$ cat src/rtl/core/jmqt_pkg.sv
package jmqt_pkg;

  // Table geometry
  localparam int TABLE_DEPTH = 16;
  localparam int IDX_W       = (TABLE_DEPTH > 1) ? $clog2(TABLE_DEPTH) : 1;

  // Field widths
  localparam int JOB_W   = 32;
  localparam int LIM_W   = 44;
  localparam int BYTES_W = 64;
  localparam int TOT_W   = 48;
  localparam int PCT_W   = 16;
  localparam int MB_W    = BYTES_W - 20;
  localparam int PROD_W  = LIM_W + PCT_W;
  localparam int REM_W   = 7;
  localparam int PCT_DIV = 100;

  // Stream widths
  localparam int IN_DATA_W  = 208;
  localparam int OUT_DATA_W = 128;

  // Request kinds
  localparam logic [1:0] REQ_REGISTER = 2'd0;
  localparam logic [1:0] REQ_USAGE    = 2'd1;
  localparam logic [1:0] REQ_SWEEP    = 2'd2;
  localparam logic [1:0] REQ_UNUSED   = 2'd3;

  // Event codes
  localparam logic [2:0] EV_ACCEPT = 3'd0;
  localparam logic [2:0] EV_IGNORE = 3'd1;
  localparam logic [2:0] EV_FULL   = 3'd2;
  localparam logic [2:0] EV_REAL   = 3'd3;
  localparam logic [2:0] EV_VIRT   = 3'd4;
  localparam logic [2:0] EV_PURGE  = 3'd5;
  localparam logic [2:0] EV_DONE   = 3'd6;

  // Config register indexes
  localparam logic CFG_ENABLE = 1'b0;
  localparam logic CFG_PCT    = 1'b1;

  // One entry of the limit/usage memory
  typedef struct packed {
    logic [LIM_W-1:0] limit;
    logic [TOT_W-1:0] real_tot;
    logic [TOT_W-1:0] virt_tot;
  } ram_word_t;

  localparam int RAM_W = $bits(ram_word_t);

endpackage

$ cat src/rtl/core/jmqt_div100.sv
module jmqt_div100 (
  input  logic                       clk,
  input  logic                       rst_n,
  input  logic                       start,
  input  logic [jmqt_pkg::PROD_W-1:0] dividend,
  output logic                       done,
  output logic [jmqt_pkg::PROD_W-1:0] quotient
);

  // Quotient = (dividend * ceil(2^SH / 100)) >> SH, exact for every dividend width PROD_W
  localparam int L2D   = $clog2(jmqt_pkg::PCT_DIV);
  localparam int SH    = jmqt_pkg::PROD_W + L2D;
  localparam int XL_W  = jmqt_pkg::PROD_W / 2;
  localparam int XH_W  = jmqt_pkg::PROD_W - XL_W;
  localparam int ML_W  = 31;
  localparam int MH_W  = 30;
  localparam int ACC_W = jmqt_pkg::PROD_W + ML_W + MH_W;
  localparam logic [ML_W+MH_W-1:0] RECIP =
    (ML_W+MH_W)'(((128'd1 << SH) / 128'(jmqt_pkg::PCT_DIV)) + 128'd1);
  localparam logic [ML_W-1:0] M_LO = RECIP[ML_W-1:0];
  localparam logic [MH_W-1:0] M_HI = RECIP[ML_W+MH_W-1:ML_W];

  logic [jmqt_pkg::PROD_W-1:0] dvd_r;
  logic [ACC_W-1:0]            acc_r, term;
  logic [XH_W-1:0]             op_a;
  logic [ML_W-1:0]             op_b;
  logic [XH_W+ML_W-1:0]        prod;
  logic [1:0]                  cnt_r;
  logic                        busy_r, done_r;

  // One partial product per cycle: dividend half times reciprocal half
  always_comb begin
    op_a = cnt_r[1] ? dvd_r[jmqt_pkg::PROD_W-1:XL_W] : dvd_r[XL_W-1:0];
    op_b = cnt_r[0] ? ML_W'(M_HI) : M_LO;
    prod = op_a * op_b;
    case (cnt_r)
      2'd0:    term = ACC_W'(prod);
      2'd1:    term = ACC_W'(prod) << ML_W;
      2'd2:    term = ACC_W'(prod) << XL_W;
      default: term = ACC_W'(prod) << (XL_W + ML_W);
    endcase
  end

  always_ff @(posedge clk) begin
    if (!rst_n) begin
      busy_r <= 1'b0;
      done_r <= 1'b0;
      cnt_r  <= '0;
    end else begin
      done_r <= 1'b0;
      if (start) begin
        busy_r <= 1'b1;
        cnt_r  <= '0;
      end else if (busy_r) begin
        cnt_r <= cnt_r + 1'b1;
        if (cnt_r == 2'd3) begin
          busy_r <= 1'b0;
          done_r <= 1'b1;
        end
      end
    end
  end

  // Datapath
  always_ff @(posedge clk) begin
    if (start) begin
      dvd_r <= dividend;
      acc_r <= '0;
    end else if (busy_r) begin
      acc_r <= acc_r + term;
    end
  end

  assign done     = done_r;
  assign quotient = jmqt_pkg::PROD_W'(acc_r[ACC_W-1:SH]);

endmodule

$ cat config.mk
export PLATFORM = sky130hd
export DESIGN_NAME = jmqt_div100
export DESIGN_NICKNAME = d
export VERILOG_FILES = /design/src/rtl/core/jmqt_pkg.sv /design/src/rtl/core/jmqt_div100.sv
export SDC_FILE = /design/constraint.sdc
export NUM_CORES = 2
export LEC_CHECK = 0
export ABC_AREA = 1
export BUFFER_PORTS_ARGS = -buffer_cell sky130_fd_sc_hd__buf_2
export CORE_MARGIN = 5
export CORE_UTILIZATION = 30
export CTS_CLUSTER_SIZE = 12
export DETAILED_ROUTE_END_ITERATION = 6
export SYNTH_ARGS = -nofsm -noshare
export SYNTH_HDL_FRONTEND = slang
export SYNTH_SLANG_ARGS = --single-unit
export TNS_END_PERCENT = 1
$ cat constraint.sdc
create_clock -name clk -period 19.6 [get_ports clk]
set_input_delay 2.94 -clock clk [delete_from_list [all_inputs] [get_ports clk]]
set_output_delay 2.94 -clock clk [all_outputs]
set_load 0.01 [all_outputs]
==> reports/metrics.yaml <==
cts.sinks: 185
violations: "design-rule violations"
cp.arrival_ps: 12640
rows: 138
dp_slack_ps: 7600
period_share_pct: 62.1
cts-root-buf: "clkbuf_16"
syn-cell-area_mm2: 0.0425
max_stage_delay_ps: 850
r2r_setup_slack_ps: 7420
core-area_mm2: 0.141
outcome: "finished with violations"
fin_ws_ps: 7420
finalSetupViolations: 0
yosys.area.top_type: "fa_1"
yosysSeqAreaShare_pct: 10.1
area_growth_pct: 7.40
synth.distinct_cells: 67
grt_max_degree: 77
met2_usage_pct: 39.3
criticalPathCategory: "register to register"
synthArstFlopShare_pct: 0
setup_tns_ps: 0
num_vias: 39500
final_max_slew_viol_count: 0
worst_pin_slew_ps: 1190
clk_latency_ps: 580
cts_buffers: 17
grt_pass1_vias: 40000
critPathLaunchType: "register"
max_clock_freq_mhz: 82.1
htree_levels: 4
drive_gt1_share_pct: 7.88
die_area_mm2: 0.149
die_x_um: 386
grt_antenna_before_repair: 3
postSynthAreaPerCell_um2: 7.27
gr-total-overflow: 0
drt-total-wl_um: 185000
ioPinCount: 124
cts_buffer_depth: 2
dp.final_hpwl_um: 162000
clkTransAtPathRegs_ps: 110
dr.pass1.iters: 7
die_h_um: 386
finalCriticalPeriod_ps: 12180
grt_pass1_wl_um: 267000
postCtsSetupBuffers: 0
crit_path_max_fanout: 38
final_cells: 7810
synth_most_common_cell: "inv_1"
grtUsageTotal_pct: 24.7
synth_warnings: 0
gp_congestion: 1.03
cp-end-kind: "register"
drt.antenna.violating_nets: 0
worst-path-buf-inv: 6
synth_seq_cells: 185
critical-path-top-delay-family: "adder cells"
slew_headroom_pct: 20.8
post_drt_wl_per_cell_um: 23.7
min-delay-path-class: "register to register"
clock_skew_ps: 44.7
whs_ps: 529
start_util_pct: 30.1
cts_tree: "yes"
placedCellCount: 7774
grt.met1_usage_pct: 32.1
fillers: 15400
cp_slowest_cell: "dfxtp_2"
drt_iter0_drc: 3815
finalNetCount: 7005
syn_inst: 5844
portBuffers: 117
vias_per_cell: 5.06
drc: 4
synth_edf_count: 60
hold_violations: 0
required_ps: 20070
top_usage_layer: "met2"
synth_area_leaders: "fa_1 26%, ha_1 14%, inv_1 11%, nand2_1 8.3%, nor2_1 7.5%"
ys.flop_type: "dfxtp_1"
yosysTopAreaCellShare_pct: 26.2
cts-resized-gates: 0
maxCapViolations: 0
use_met3_pct: 4.65
hold_buffers: 0
synth_commonest_cells: "1,255 x inv_1, 935 x nand2_1, 845 x nor2_1, 556 x fa_1, 483 x ha_1"
rsz0062_at_grt: "false"
-- kinds of logic (layout without fill, tap and decap cells) --
kind of cell	after synthesis	after routing	synth area share (%)
simple gates	2274	2274	23.1
buf+inv	1444	1484	13.4
fa+ha+maj	1039	1039	40.4
compound gates	814	814	11.1
flops	185	185	10.1
xor+xnor	86	86	1.92
other cells	2	38	0.0177
-- worst register-to-register path, delay by kind of cell, from the launching register on --
family | cells | cell delay (ps)
buf+inv | 6 | 810
fa+ha+maj | 10 | 4810
compound gates | 11 | 3180
simple gates | 12 | 2460
flops | 1 | 850
-- per-stage QoR --
step | utilization (%) | area [µm²]
floorplan | - | 42600
global placement | 31.9 | 45000
detailed placement | 31.9 | 45000
CTS | 32.3 | 45600
global route | 32.3 | 45600
finish | 32.3 | 45600
-- final cells by class --
cell class | count | area [µm²] | area share, %
multi-input cells | 4247 | 32600 | 71.5
repair buffers | 144 | 795 | 1.74
inverters | 1308 | 4910 | 10.8
well taps | 1890 | 2360 | 5.19
diodes | 4 | 10.0 | 0.0219
clock inverters | 13 | 145 | 0.318
flip-flops and latches | 185 | 4310 | 9.45
clock buffers | 19 | 464 | 1.02
-- flip-flops by register name (all words and copies together) (netlist names) --
signal / cells
busy_r: 1
dvd_r: 60
cnt_r: 2
done: 1
acc_r: 121
-- layer usage --
layer | share of wire (%) | vias to the layer above
met4 | 6.2 | 6
li1 | - | 18200
met3 | 7.8 | 410
met5 | 0.026 | -
met1 | 42 | 19200
met2 | 44 | 1717
-- cells in the final DEF, fill, tap and decap left out, drive strengths merged, types with 47 or more instances in the layout --
cell and count:
inv 1311, nand2 990, nor2 905, fa 556, ha 483, a21oi 333, o21ai 318, nand3 244
buf 144, dfxtp 125, edfxtp 60, xor2 60, o21bai 47
-- path summary, 6_finish.rpt --
| check | startpoint | to | depth (start not counted) |
|---|---|---|---|
| min reg2reg | acc_r[0] | acc_r[0] | 2 |
| min | acc_r[0] | acc_r[0] | 2 |
| max | cnt_r[1] | acc_r[85] | 39 |
| max reg2reg | cnt_r[1] | acc_r[85] | 39 |
Power is left out: the tool's default activity adds up to more than one toggle a clock period on the data nets, which glitch-free logic cannot reach.
