==> src/rtl/core/jmqt_ram.sv <==
module jmqt_ram #(
  parameter int WIDTH = 8,
  parameter int DEPTH = 16
) (
  input  logic                     clk,
  input  logic                     we,
  input  logic [$clog2(DEPTH)-1:0] waddr,
  input  logic [WIDTH-1:0]         wdata,
  input  logic [$clog2(DEPTH)-1:0] raddr,
  output logic [WIDTH-1:0]         rdata
);

  logic [WIDTH-1:0] mem [DEPTH];

  // Single write port, registered read
  always_ff @(posedge clk) begin
    if (we) begin
      mem[waddr] <= wdata;
    end
    rdata <= mem[raddr];
  end

endmodule

==> config.mk <==
export PLATFORM = sky130hd
export DESIGN_NAME = jmqt_ram
export DESIGN_NICKNAME = d
export VERILOG_FILES = /design/src/rtl/core/jmqt_ram.sv
export SDC_FILE = /design/constraint.sdc
export NUM_CORES = 1
export LEC_CHECK = 0
export BUFFER_PORTS_ARGS = -buffer_cell sky130_fd_sc_hd__buf_2
export CORE_UTILIZATION = 54
export CTS_CLUSTER_DIAMETER = 150
export CTS_CLUSTER_SIZE = 25
export DETAILED_ROUTE_END_ITERATION = 6
export PLACE_DENSITY = 0.72
export SLEW_MARGIN = 20
export SYNTH_ARGS = -nofsm -noshare
export SYNTH_HDL_FRONTEND = slang
export SYNTH_SLANG_ARGS = --single-unit
==> constraint.sdc <==
create_clock -name clk -period 1.9 [get_ports clk]
set_clock_uncertainty 0.05 [all_clocks]
set_input_delay 0.095 -clock clk [delete_from_list [all_inputs] [get_ports clk]]
set_output_delay 0.095 -clock clk [all_outputs]
set_load 0.03 [all_outputs]
==> run metrics, run 1 <==
Longest Clk Path Bufs 2; ratio of cells with drive above 1 in the final layout 0.3072; top cells by area, synth edfxtp_1 75%, mux4_2 7.9%, mux4_1 7.1%; starting density of the core 0.5571; RSZ-0062 raised after global routing false; crit share post-route 0.7674; Hold Fails Final Rpt 0; initial antenna violation count 0; Worst setup endpoint rdata[0]$_DFF_P_; Final Max Tran Viols 0; Synth-to-Final Area Change 20.13%; Critical Path Source Type register; IO buf count 25; syn_nets ~250; row cnt 35; Worst VDD drop roughly 0.55 mV; die area slightly below 10000 µm²; GP Congestion 0.7110; CORE AREA ~9000 µm²; total track usage 0.2189; Req. time, crit path between 2000 and 2500 ps; Sink Count 136; DR pass1 iterations 4; CTS tree yes; DRC errors left 0; routed len/inst roughly 22 µm; RR Endpoint rdata[0]$_DFF_P_; DP Wirelength 6.019 mm; crit-path max FO 1; via/cell ratio about 5.7; grt ovf 0; root buffer cell clkbuf_8; total power between 6 and 7 mW; CP Capture Type register; Worst-path clk slew roughly 60 ps; H-tree levels 4; Yosys top cell area share 0.7467; Syn Std Cell Area between 5000 and 6000 µm²; main flop type after synthesis edfxtp_1; fmax 685.8 MHz; ys async rst share 0; synth cell count leaders 128 x edfxtp_1, 18 x mux4_2, 16 x a22oi_1; fin crit period around 1500 ps; WP data arrival 1790 ps; vias in the first global route roughly 2500; # diodes 0; setup violators final 0; cell taking the most area after synthesis edfxtp_1; count leader, synth edfxtp_1; Via Count around 2500; Max-Cap Viols 0; EDFF count, synth between 100 and 150; post-CTS resize count 0; NumNets Final between 300 and 400; largest net degree at the start of global routing 21; Slew @ Worst Pin around 380 ps; Power Density 1109 nW/µm²; number of CTS-inserted buffers 17; Post-Syn Area per Cell roughly 22 µm²; setup TNS 0 ps; Ports 26; reg2reg path depth 3; chip width between 90 and 100 µm; gate count of the mapped netlist around 230; post-synthesis sequential area ratio 0.7778; Netlist cell types 19; flop2flop setup slack approximately 440 ps; number of synthesized register bits around 140; Initial DRC Count roughly 200; postcts setup bufs 0; ANT nets after route 0; Slew headroom 0.7446; first-pass GRT wire length 14.84 mm; WS Path Type reg -> reg; critical path startpoint mem[0][0]$_DFFE_PP_; status finished, final reports clean; multi-input logic area 1057 µm²; area occupied by registers roughly 4000 µm²; synth warn 0; worst hold path class in -> reg; reg2reg start mem[0][0]$_DFFE_PP_; drt total wl between 9 and 10 mm; P_leak about 2.1 nW; cts hold-fix bufs 8; Chip Height ~100 µm; Clk Latency, worst-skew pair just over 500 ps; fillers 601
## flip-flops by register name, summed over array words and instances (netlist names)
register and count:
mem 128, rdata 8
## report_power, final
group	internal (mW)	switching [mW]	leakage, nW
Sequential	3.36	0.0229	1.22
Combinational	0.151	0.209	0.634
Clock	1.98	1.14	0.279
## area by class of cell
cell class | instances | share of cell area
clock buffers | 21 | 0.06941
clock inverters | 10 | 0.02084
multi-input cells | 83 | 0.1710
flip-flops and latches | 136 | 0.6475
well taps | 129 | 0.02610
repair buffers | 56 | 0.06516
## stage by stage
| step | util | area, µm² | setup WS (ps) | hold slack [ps] | cells |
|---|---|---|---|---|---|
| after CTS | 0.6692 | 6183 | 377.3 | 77.55 | 435 |
| after global placement | 0.6001 | 5545 | 321.1 | 426.5 | 396 |
| final | 0.6692 | 6183 | 441.9 | 106.2 | 435 |
| after detailed placement | 0.6001 | 5545 | 244.8 | 435.2 | 396 |
| after floorplan | - | 5147 | 262.1 | 143.9 | 229 |
| after global routing | 0.6692 | 6183 | 367.7 | 90.32 | 435 |
## placed cells by master, fill, tap and decap left out
cell | netlist | final
edfxtp_1 | 128 | 128
buf_2 | 3 | 25
buf_4 | 1 | 21
mux4_2 | 18 | 18
a22oi_1 | 16 | 16
clkbuf_16 | 0 | 16
mux4_1 | 14 | 14
nor2_1 | 13 | 13
nand2_1 | 9 | 9
dlygate4sd3_1 | 0 | 8
dfxtp_1 | 8 | 8
clkinv_2 | 0 | 6
nor3_1 | 4 | 4
clkbuf_1 | 0 | 4
bufinv_16 | 0 | 3
nand3b_1 | 2 | 2
nand2b_1 | 2 | 2
buf_12 | 0 | 2
nor2b_1 | 1 | 1
and2_1 | 1 | 1
and2b_1 | 1 | 1
nand3_1 | 1 | 1
or3b_2 | 1 | 1
clkbuf_8 | 0 | 1
clkinv_4 | 0 | 1
## kinds of logic (layout without fill, tap and decap cells)
logic type,count (synthesis),count (layout),share of synthesized area
AO/OA/AOI/OAI,16,16,0.02334
AND/OR/NAND/NOR,35,35,0.03184
flip-flops,136,136,0.7778
buffers and inverters,10,87,0.01677
multiplexers,32,32,0.1502
## critical path: stages, from the launching register on
cell	delay (ps)
edfxtp_1	370
mux4_1	500
a22oi_1	290
nand2_1	110
## worst min path at each step
stage	start	end	slack, ps	cells past startpoint
after detailed placement	wdata[5]	mem[0][5]$_DFFE_PP_	440	1
final	waddr[0]	mem[8][5]$_DFFE_PP_	110	3
after CTS	waddr[0]	mem[8][4]$_DFFE_PP_	80	3
after global routing	waddr[0]	mem[8][2]$_DFFE_PP_	90	3
after floorplan	wdata[0]	mem[0][0]$_DFFE_PP_	140	0
after global placement	wdata[5]	mem[7][5]$_DFFE_PP_	430	1
## layer usage
layer / up-vias / global-route usage / wire, µm
li1: 1101 / - / -
met1: 1288 / 0.2885 / 4082
met2: 96 / 0.3520 / 4801
met3: 14 / 0.05552 / 519
met4: 0 / 0.09276 / 215
met5: - / 0 / 0
Power figures use the tool's default switching activity.
==> inputs of run 2 (changes only) <==
Settings changed: PLACE_DENSITY 0.72 to 0.74.
Clock period 1.9 ns to 1.26 ns, I/O delays scaled along.
==> run 2 against run 1 <==
Compared with the run above:
- the run now ends with negative setup slack left
- sequential cell count unchanged
- non-clock buffer count rose by 7
- worst setup slack lost 510 ps
- sequential power up 51%
- first-iteration DRC count is 22% lower
- critical path depth unchanged
- critical path type unchanged
- core utilization is 1.1 points higher
- highest routed layer unchanged
==> run metrics, run 2 (same netlist as run 1, synthesis figures left out) <==
Largest regs mem x128, rdata x8; row cnt 35 (unchanged); Req. time, crit path 1610 ps (-620 ps); CP Cell Sequence mux4_2 > a22oi_2 > nand2_1; vias in the first global route 2666 (+5.3%); via/cell ratio 5.630 (-2.0%); Max-Cap Viols 0 (unchanged); Critical Path Source Type register; root buffer cell clkbuf_8; Sink Count 136 (unchanged); postcts setup bufs 0 (unchanged); Via Count 2494 (-0.20%); Slew @ Worst Pin 881.0 ps (+497.9 ps); starting density of the core 0.5571 (unchanged); grt ovf 0 (unchanged); ratio of cells with drive above 1 in the final layout 0.3885 (+0.08135); crit-path max FO 1 (unchanged); Power Density 1676 nW/µm² (+51%); final instance area 6287 µm² (+1.7%); DRC errors left 0 (unchanged); CTS tree yes; Ports 26 (unchanged); buffers and inverters on the worst path 0 (unchanged); Final WS setup -64.49 ps (-506.4 ps); initial antenna violation count 0 (unchanged); post-layout util 0.6804 (+0.01124); Top delay family on crit path multiplexers; # diodes 0 (unchanged); chip width 99.64 µm (unchanged); WS Path Type reg -> reg; Hold Slack 62.06 ps (-44.17 ps); crit share post-route 1.051 (+0.2837); failing checks negative setup slack; DP Wirelength 5.980 mm (-0.64%); IO buf count 25 (unchanged); Initial DRC Count 157 (-22%); number of CTS-inserted buffers 17 (unchanged); CP max-delay cell mux4_2; most frequent cells in the layout 128 x edfxtp_1, 29 x mux4_2, 28 x buf_4; CORE AREA 9240 µm² (unchanged); fillers 577 (-4.0%); NumNets Final 319 (+2.2%); ANT nets after route 0 (unchanged); Worst VDD drop 0.8601 mV (+56%); routed len/inst 21.86 µm (-1.2%); H-tree levels 4 (unchanged); status complete, but fails checks; die area 9927 µm² (unchanged); Clk Latency, worst-skew pair 520 ps (about the same); first-pass GRT wire length 15.19 mm (+2.4%); setup violators final 7 (+7); P_leak 2.144 nW (+0.35%); Final Max Tran Viols 0 (unchanged); CP Capture Type register; fmax 755.0 MHz (+10%); largest net degree at the start of global routing 25 (+19%); GP Congestion 0.8133 (+14%); DR pass1 iterations 4 (unchanged); WP data arrival 1670 ps (-120 ps); worst hold path class in -> reg; dpl cell area 5625 µm² (+1.4%); fin crit period 1324 ps (-133.6 ps); Worst-path clk slew 60 ps (about the same); Chip Height 99.64 µm (unchanged); number of flip-flops in the largest register 128 (unchanged); RSZ-0062 raised after global routing true; most common cell after layout, fill and taps aside edfxtp_1; Longest Clk Path Bufs 2 (unchanged); slowest cell delay on critical path 500 ps (about the same); total track usage 0.2218 (+0.002887); Hold Fails Final Rpt 0 (unchanged); Synth-to-Final Area Change 22.14%; Slew headroom 0.4114 (-0.3332); drt total wl 9.683 mm (+0.67%); Biggest register mem
## run 2: cell count changes in the layout (fill, tap and decap cells not counted), sizes merged
cell      delta
clkinvlp     +2
buf          +7
clkbuf       +3
clkinv       -4
## run 2: per-layer routing
metal  part of all wire  up-vias  wire length [µm]  track usage
li1                   -     1107                 -            -
met1               0.42     1290              4102       0.3002
met2               0.51       88              4932       0.3467
met3              0.057        9               555      0.06254
met4             0.0095        0                92      0.08710
met5                  0        -                 0            0
## run 2: what timing repair did
item	CTS	global route
setup endpoints to repair	9	8
hold buffers	8	0
pin swaps	6	0
endpoints found under the hold margin	128	0
gates resized for setup	16	2
## run 2: worst paths after layout
kind	from	to	cells after the start	slack (ps)
worst max-delay path	mem[4][1]$_DFFE_PP_	rdata[1]$_DFF_P_	3	-60
worst min-delay path	waddr[0]	mem[0][1]$_DFFE_PP_	3	60
worst max register to register	mem[4][1]$_DFFE_PP_	rdata[1]$_DFF_P_	3	-60
worst min register to register	mem[12][0]$_DFFE_PP_	rdata[0]$_DFF_P_	3	630
## run 2: area by class of cell
class / count / area (µm²) / area share
Timing Repair Buffer: 63 / 470.5 / 0.07483
Clock buffer: 24 / 470.5 / 0.07483
Multi-Input combinational cell: 83 / 1061 / 0.1688
Tap cell: 129 / 161.4 / 0.02567
Sequential cell: 136 / 4004 / 0.6368
Clock inverter: 8 / 120.1 / 0.01910
## run 2: power breakdown
| group | leakage, nW | switching [mW] | internal, mW |
|---|---|---|---|
| sequential | 1.22 | 0.0316 | 5.06 |
| combinational | 0.635 | 0.334 | 0.252 |
| clock | 0.285 | 1.70 | 3.16 |
## run 2: per-stage QoR
step | instances | total power, mW | setup WS (ps) | setup TNS [ps]
after global routing | 443 | 10.84 | -123.5 | -725.6
after detailed placement | 403 | 5.727 | -317.0 | -6449
after floorplan | 229 | 5.492 | -119.1 | -3679
after global placement | 403 | 5.706 | -259.1 | -4898
final | 443 | 10.54 | -64.49 | -316.8
after CTS | 443 | 10.60 | -74.98 | -353.9
## run 2: worst register-to-register path, stage by stage, from the launching register on
cell and delay (ps):
edfxtp_1 380, mux4_2 500, a22oi_2 190, nand2_1 90
==> inputs of run 3 (changes only) <==
Settings changed: PLACE_DENSITY 0.74 to 0.72.
Clock period 1.26 ns to 1.3 ns, I/O delays scaled along.
==> run 3 against run 2 <==
Compared with the run above:
- largest cell class unchanged
- register-to-register slack got worse by 30 ps
- via count decreased by 0.12%
- non-clock buffer count decreased by 2
- the run still ends with negative setup slack left
==> run metrics, run 3 (same netlist as run 1, synthesis figures left out) <==
CTS tree yes; fmax 718.0 MHz (-4.9%); crit-path max FO 1 (unchanged); ratio of cells with drive above 1 in the final layout 0.3558 (-0.03277); largest net degree at the start of global routing 18 (-28%); root buffer cell clkbuf_8; Power Density 1623 nW/µm² (-3.2%); final instance area 6290 µm² (about the same); starting density of the core 0.5571 (unchanged); setup TNS -416.4 ps (-99.59 ps); Initial DRC Count 197 (+25%); H-tree levels 4 (unchanged); DRC errors left 0 (unchanged); WP data arrival 1730 ps (+60 ps); WS Path Type reg -> reg; CP Capture Type register; CORE AREA 9240 µm² (unchanged); Critical Path Source Type register; Slew @ Worst Pin 823.2 ps (-57.80 ps); grt ovf 0 (unchanged); most common cell after layout, fill and taps aside edfxtp_1; Biggest register mem; total track usage 0.2229 (+0.001138); Worst VDD drop 1.239 mV (+44%); Slew headroom 0.4492 (+0.03772); Final Max Tran Viols 0 (unchanged); dpl cell area 5610 µm² (-0.27%); Final WS setup -92.76 ps (-28.27 ps); initial antenna violation count 0 (unchanged); Via Count 2491 (-0.12%); Worst-path clk slew 60 ps (about the same); vias in the first global route 2570 (-3.6%); DP Wirelength 6.064 mm (+1.4%); fin crit period 1393 ps (+68.27 ps); crit share post-route 1.071 (+0.02017); post-layout util 0.6807 (about the same); die area 9927 µm² (unchanged); Chip Height 99.64 µm (unchanged); Hold Slack 74.96 ps (+12.91 ps); Ports 26 (unchanged); NumNets Final 317 (-0.63%); Sink Count 136 (unchanged); number of CTS-inserted buffers 17 (unchanged); IO buf count 25 (unchanged); ANT nets after route 0 (unchanged); DR pass1 iterations 4 (unchanged); status complete, but fails checks; number of flip-flops in the largest register 128 (unchanged); Largest regs mem x128, rdata x8; most frequent cells in the layout 128 x edfxtp_1, 25 x buf_2, 25 x buf_4; GP Congestion 0.7750 (-4.7%); via/cell ratio 5.649 (+0.33%); P_leak 2.160 nW (+0.75%); chip width 99.64 µm (unchanged); # diodes 0 (unchanged); row cnt 35 (unchanged); first-pass GRT wire length 15.21 mm (+0.18%); failing checks negative setup slack; Longest Clk Path Bufs 2 (unchanged); routed len/inst 22.20 µm (+1.6%); RSZ-0062 raised after global routing true; Hold Fails Final Rpt 0 (unchanged); Synth-to-Final Area Change 22.19% (about the same); setup violators final 8 (+1); Clk Latency, worst-skew pair 500 ps (-20 ps); worst hold path class in -> reg; Req. time, crit path 1640 ps (+30 ps); drt total wl 9.791 mm (+1.1%); postcts setup bufs 0 (unchanged); Max-Cap Viols 0 (unchanged)
## run 3: cell types whose count changed in the layout (fill, tap and decap cells not counted), sizes merged
cell and delta:
buf -2, inv +2, clkinv +2, clkbuf -6, clkinvlp +2
## run 3: final timing paths
kind	endpoint	depth (start not counted)	startpoint	slack [ps]
min	rdata[5]$_DFF_P_	4	raddr[2]	70
max	rdata[4]$_DFF_P_	3	mem[3][4]$_DFFE_PP_	-90
min reg2reg	rdata[5]$_DFF_P_	3	mem[12][5]$_DFFE_PP_	610
max reg2reg	rdata[4]$_DFF_P_	3	mem[3][4]$_DFFE_PP_	-90
## run 3: metal layers
metal | wire length (µm) | part of all wire | GRT usage | up-vias
li1 | - | - | - | 1112
met1 | 4053 | 0.41 | 0.2996 | 1274
met2 | 5074 | 0.52 | 0.3632 | 95
met3 | 566 | 0.058 | 0.05341 | 10
met4 | 96 | 0.0098 | 0.07692 | 0
met5 | 0 | 0 | 0 | -
## run 3: area by class of cell
cell class | instances | area [µm²]
Clock buffer | 18 | 417.9
Clock inverter | 14 | 173.9
Timing Repair Buffer | 61 | 452.9
Multi-Input combinational cell | 83 | 1080
Tap cell | 129 | 161.4
Sequential cell | 136 | 4004
Fill cell | 567 | 2950
## run 3: power by group
| part | switching [mW] | internal (mW) |
|---|---|---|
| Sequential | 0.0268 | 4.90 |
| Clock | 1.79 | 2.93 |
| Combinational | 0.318 | 0.238 |
| Total | 2.14 | 8.07 |
## run 3: critical path: stages (launching register included)
cell,delay [ps]
edfxtp_1,370
mux4_2,480
a22oi_1,290
nand2_1,80
## run 3: repair_timing
item,CTS,global route
endpoints found under the hold margin,128,0
pin swaps,2,2
setup endpoints to repair,8,8
resized for setup,3,2
hold buffers,8,0
## run 3: metrics by stage
| step | cells | setup slack [ps] | power [mW] |
|---|---|---|---|
| detailed placement | 401 | -201.1 | 5.547 |
| global placement | 401 | -218.5 | 5.528 |
| floorplan | 229 | -81.15 | 5.323 |
| global route | 441 | -145.0 | 10.51 |
| finish | 441 | -92.76 | 10.21 |
| CTS | 441 | -101.6 | 10.27 |
